<file path="config.mk">
export PLATFORM = sky130hd
export DESIGN_NAME = lhc_req_fifo
export DESIGN_NICKNAME = d
export VERILOG_FILES = /design/src/hdl/lhc_pkg.sv /design/src/hdl/lhc_req_fifo.sv
export SDC_FILE = /design/constraint.sdc
export NUM_CORES = 1
export LEC_CHECK = 0
export BUFFER_PORTS_ARGS = -buffer_cell sky130_fd_sc_hd__buf_4
export CORE_MARGIN = 2
export CORE_UTILIZATION = 46
export DETAILED_ROUTE_END_ITERATION = 10
export PLACE_DENSITY_LB_ADDON = 0.3
export SLEW_MARGIN = 20
export SYNTH_ARGS = -nofsm -noshare
export SYNTH_HDL_FRONTEND = slang
export SYNTH_SLANG_ARGS = --single-unit
</file>
<file path="constraint.sdc">
create_clock -name clk_i -period 15.5 [get_ports clk_i]
set_clock_uncertainty 0.2 [all_clocks]
set_input_delay 3.1 -clock clk_i [delete_from_list [all_inputs] [get_ports clk_i]]
set_output_delay 3.1 -clock clk_i [all_outputs]
set_load 0.01 [all_outputs]
</file>
<file path="src/hdl/lhc_pkg.sv">
package lhc_pkg;

  localparam int Capacity = 32;
  localparam int IdxW = $clog2(Capacity);
  localparam int OccW = 6;

  typedef enum logic [2:0] {
    CMD_GET    = 3'd0,
    CMD_PUT    = 3'd1,
    CMD_REMOVE = 3'd2,
    CMD_CLEAR  = 3'd3,
    CMD_RSTAT  = 3'd4
  } cmd_e;

  typedef enum logic [1:0] {
    ST_MISS     = 2'd0,
    ST_HIT      = 2'd1,
    ST_MISMATCH = 2'd2,
    ST_DONE     = 2'd3
  } status_e;

  typedef struct packed {
    logic [2:0]  command;
    logic [63:0] key_upper;
    logic [63:0] key_lower;
    logic [3:0]  kind_tag;
    logic [63:0] handle_in;
  } req_t;

  typedef struct packed {
    logic [1:0]  status;
    logic [63:0] handle_out;
    logic        release_valid;
    logic [63:0] release_handle;
    logic [3:0]  release_kind;
    logic [63:0] hit_total;
    logic [63:0] miss_total;
    logic [63:0] eviction_total;
    logic [63:0] insertion_total;
    logic [OccW-1:0] occupancy;
    logic        last_result;
  } rsp_t;

endpackage

</file>
<file path="src/hdl/lhc_req_fifo.sv">
module lhc_req_fifo (
  input  logic          clk_i,
  input  logic          rst_ni,
  input  logic          in_valid_i,
  output logic          in_ready_o,
  input  lhc_pkg::req_t in_data_i,
  output logic          out_valid_o,
  input  logic          out_ready_i,
  output lhc_pkg::req_t out_data_o
);
  lhc_pkg::req_t mem_q [2];
  logic [1:0] wp_q, rp_q;
  logic push, pop;

  assign in_ready_o  = (wp_q - rp_q) != 2'd2;
  assign out_valid_o = wp_q != rp_q;
  assign push = in_valid_i && in_ready_o;
  assign pop  = out_valid_o && out_ready_i;
  assign out_data_o = mem_q[rp_q[0]];

  always_ff @(posedge clk_i) begin
    if (push) mem_q[wp_q[0]] <= in_data_i;
  end

  always_ff @(posedge clk_i or negedge rst_ni) begin
    if (!rst_ni) begin
      wp_q <= '0;
      rp_q <= '0;
    end else begin
      if (push) wp_q <= wp_q + 2'd1;
      if (pop) rp_q <= rp_q + 2'd1;
    end
  end
endmodule

</file>
* Word-level counts from Yosys, hierarchy flattened
Memories as Yosys holds them, arrays and structs flattened. Cells that the tools add are included.
Word-level totals: flip-flop bits (word level) 4, bits in latches 0, memory bits (writable) 398, ROM bits 0, logic and storage cells 12, memories kept 1
Memories:
- mem_q | words 2, width 199, read ports 1, clocked after Yosys merged registers in 0, write ports 1, RTL line lhc_req_fifo.sv:11 | lhc_pkg::req_t mem_q [2];
Cells by class: $add $sub $neg 3, multipliers 0, div/mod/pow operators 0, $lt $le $gt $ge 0, eq/ne operators 2, shift operators 0, muxes and demuxes 2, bitwise logic cells 0, reductions and logical operators 2
Operators with widths (number):
- $add 2x1->2 const B | 2
- $logic_and 1x1->1 | 2
- $mux 1 | 2
- $ne 2x2->1 | 1
- $ne 2x2->1 const B | 1
- $sub 2x2->2 | 1

* Depth between registers and ports, before layout
depth in word-level cells 5, depth in mapped cells 6, gate-level depth less buffers 3

* Worst setup path after synthesis
OpenSTA, ideal clock, no wires.
kind in2reg, from input port in_valid_i, to memory mem_q[1][0] in the netlist's numbering, enable pin, data arrival time 12.764 ns, slack 1.712 ns, stages 2, cells stage by stage nand2_1 > a21oi_1
On the way: word-level cells in the longest chain between the ends 3
RTL lines:
- from (decl) | RTL line lhc_req_fifo.sv:4 | input logic in_valid_i,
- $logic_and 1x1->1 | RTL line lhc_req_fifo.sv:17 | assign push = in_valid_i && in_ready_o;
- $mux 1 | RTL line lhc_req_fifo.sv:22 | if (push) mem_q[wp_q[0]] <= in_data_i;
- $mux 1 (not written as such) | RTL line lhc_req_fifo.sv:22
- to (decl) | RTL line lhc_req_fifo.sv:11
No other way between the ends.

==> run metrics <==
outcome=completed; hold buffer count at CTS=0; Final Wtd Congestion=0.7692; sequential power share=41.6%; Pins Over Slew Limit=0; Synth top area share=between 70 and 80%; Area contributors post-synth=edfxtp_1 79%, mux2_4 10%, mux2_2 7.4%, buf_6 1.2%, dfrtp_1 0.67%; DR DRC count=0; crit-path max FO=between 50 and 60; minimum clock period=6854 ps; maximum VDD drop=0.0001444 V; CP endpoint kind=output pin; DR WL/cell=approximately 20 µm; drt total wl=approximately 30000 µm; Mapped Avg Cell Area=about 23 µm²; Final Hold Fails=0; Critical Path Most Common Cell=buf_4; WP data arrival=between 3000 and 4000 ps; initial antenna violation count=0; clock buffer count from CTS=between 40 and 50; hold slack=between 300 and 400 ps; P_int=approximately 2.8 mW; clock tree buffer depth=3; Post-Synth XOR/XNOR Area=0.1748%; Multi-input gate area=roughly 2800 µm²; Final WS setup=8646 ps; core area=about 32000 µm²; Synth Area in Compound Gates=less than 1%; CTS tree=yes; drt pass-1 iters=5; gate count of the mapped netlist=~650; Post-Syn Area=around 15000 µm²; largest family of logic cells by synthesized area=multiplexers; largest net degree at the start of global routing=between 70 and 80; I/O pin count=slightly above 400; Post-DP HPWL=between 20000 and 25000 µm; Die X=184.8 µm; Register Area=12060 µm²; Std-Cell Rows=66; H-tree levels=2; P_sw=between 1 and 1.5 mW; CP required=12200 ps; static leakage=about 7.6 nW; Ys Warns=0; Pwr per Cell Area=a little under 200 nW/µm²; # clock sinks=around 400; Switching Fraction=28.31%; leading area contributor after synthesis=edfxtp_1; Critical Path Max Stage Delay=810 ps; Place WS=just over 9000 ps; first-pass GRT wire length=between 40000 and 50000 µm; worst-margin pin slew=about 1100 ps; number of setup buffers added after CTS=0; vias in the first global route=about 7.7k; post-synthesis sequential area ratio=between 80 and 90%; antenna-violating nets left=0; die area=between 30000 and 40000 µm²; syn nets=852; nets@finish=1283; drt first-iter violations=479; most common cell after layout, fill and taps aside=buf_4; Resized Gates After CTS=0; Vias=approximately 7.5k; CP cell instances=buf_4 > buf_4 > mux2_2 > buf_4; slew margin rel.=a little under 30%; Buffers & Inverters on Critical Path=3; PortBufs=403; Fillers=2391; Setup Viol. Count Final=0; antenna cells=0; Synth Area in Adders=0%; Global Route Usage Sum=17.10%; GR Overflow Total=0; Post-DP Area=about 18000 µm²; fmax=around 150 MHz; Tcrit/Tclk final=~44%; Synth Area in Simple Gates=less than 1%; initial core utilization=between 40% and 50%; most frequent cells in the layout=412 x buf_4, 398 x edfxtp_1, 101 x mux2_4; maxcap violations=0; RSZ-0062 raised after global routing=no; Tightest Hold Check Type=flip-flop to flip-flop; critical path class=flip-flop to output pin; via/cell ratio=between 4 and 5; Crit path max-delay family=buffers and inverters; latest clock arrival within the worst-skew pair=between 500 and 600 ps; slowest cell on the critical path=dfrtp_4; root buf cell=clkbuf_16; Critical Path Start Type=flip-flop; post-route cell area=roughly 20000 µm²; CTS clk-pin slew, worst paths=around 60 ps; Yosys reg bits=between 400 and 500; Synth cell types=19; Logic pwr share=roughly a third; Area Growth Syn to Fin=31.73%; Die H=around 180 µm; layout cells sized above 1=roughly three fifths; Clk pwr share=around 25%; TNS Setup=0 ps; mux share of post-synthesis cell area=roughly 18%
[power by group through the flow]
stage | Clock [mW] | Sequential [mW] | Combinational (mW)
floorplan | 0 | 1.71 | 0.810
global placement | 0 | 1.64 | 1.33
detailed placement | 0 | 1.65 | 1.34
CTS | 0.981 | 1.63 | 1.34
global route | 1.02 | 1.65 | 1.41
finish | 0.956 | 1.62 | 1.32
[flip-flops by register name, indices dropped and copies added (netlist names)]
signal  cells
mem_q     398
rp_q        2
wp_q        2
[area by class of cell]
type                       instances  area share (%)
sequential                       402           60.87
timing repair buffer             412           15.62
multi-input combinational        222           14.03
clock buffer                      57           5.850
tap                              442           2.792
clock inverter                    17          0.8213
inverter                           1         0.01895
[Yosys cell counts, drive strengths merged]
master	count
edfxtp	398
nor2	2
a21oi	1
xnor2	2
nand2	6
o211ai	1
inv	1
a21boi	1
buf	23
o21ai	3
nand2b	2
nand3	1
dfrtp	4
mux2	200
mux2i	2
clkbuf	1
xor2	1
[metal layers]
metal	vias to the layer above	part of all wire [%]	global-route usage, %
met3	60	10	6.017
met2	320	50	29.02
met4	0	2.8	5.746
met5	-	0	0
met1	3667	37	20.34
li1	3444	-	-
[cell families (layout without fill, tap and decap cells)]
family                    Yosys count  after routing
AOI/OAI and AO/OA                   6              6
xor gates and xnor gates            3              3
buffers and inverters              25            487
DFF                               402            402
muxes                             202            202
and+or+nand+nor                    11             11
[through the flow]
step	std cells	util (%)	power (mW)
2_1_floorplan	649	-	2.522
3_3_place_gp	1479	57.10	2.964
6_report	1553	61.18	3.900
3_5_place_dp	1479	57.10	2.985
5_1_grt	1553	61.18	4.081
4_1_cts	1553	61.18	3.949
[final timing paths]
kind	start	endpoint	slack, ps	depth (start not counted)
max in group asynchronous	rst_ni	rp_q[0]	12810	1
worst max register to register	rp_q[0]	mem_q[1][155]	12150	3
min in group asynchronous	rst_ni	wp_q[0]	2160	1
worst min register to register	wp_q[1]	wp_q[1]	380	2
worst max-delay path	rp_q[0]	out_data_o[23]	8650	4
worst min-delay path	wp_q[1]	wp_q[1]	380	2
[worst register-to-register path, stage by stage (launching register included)]
cell	delay (ps)
dfrtp_4	710
a21oi_4	520
buf_4	690
buf_4	820
Note: power is estimated with default switching activity, not from simulation.
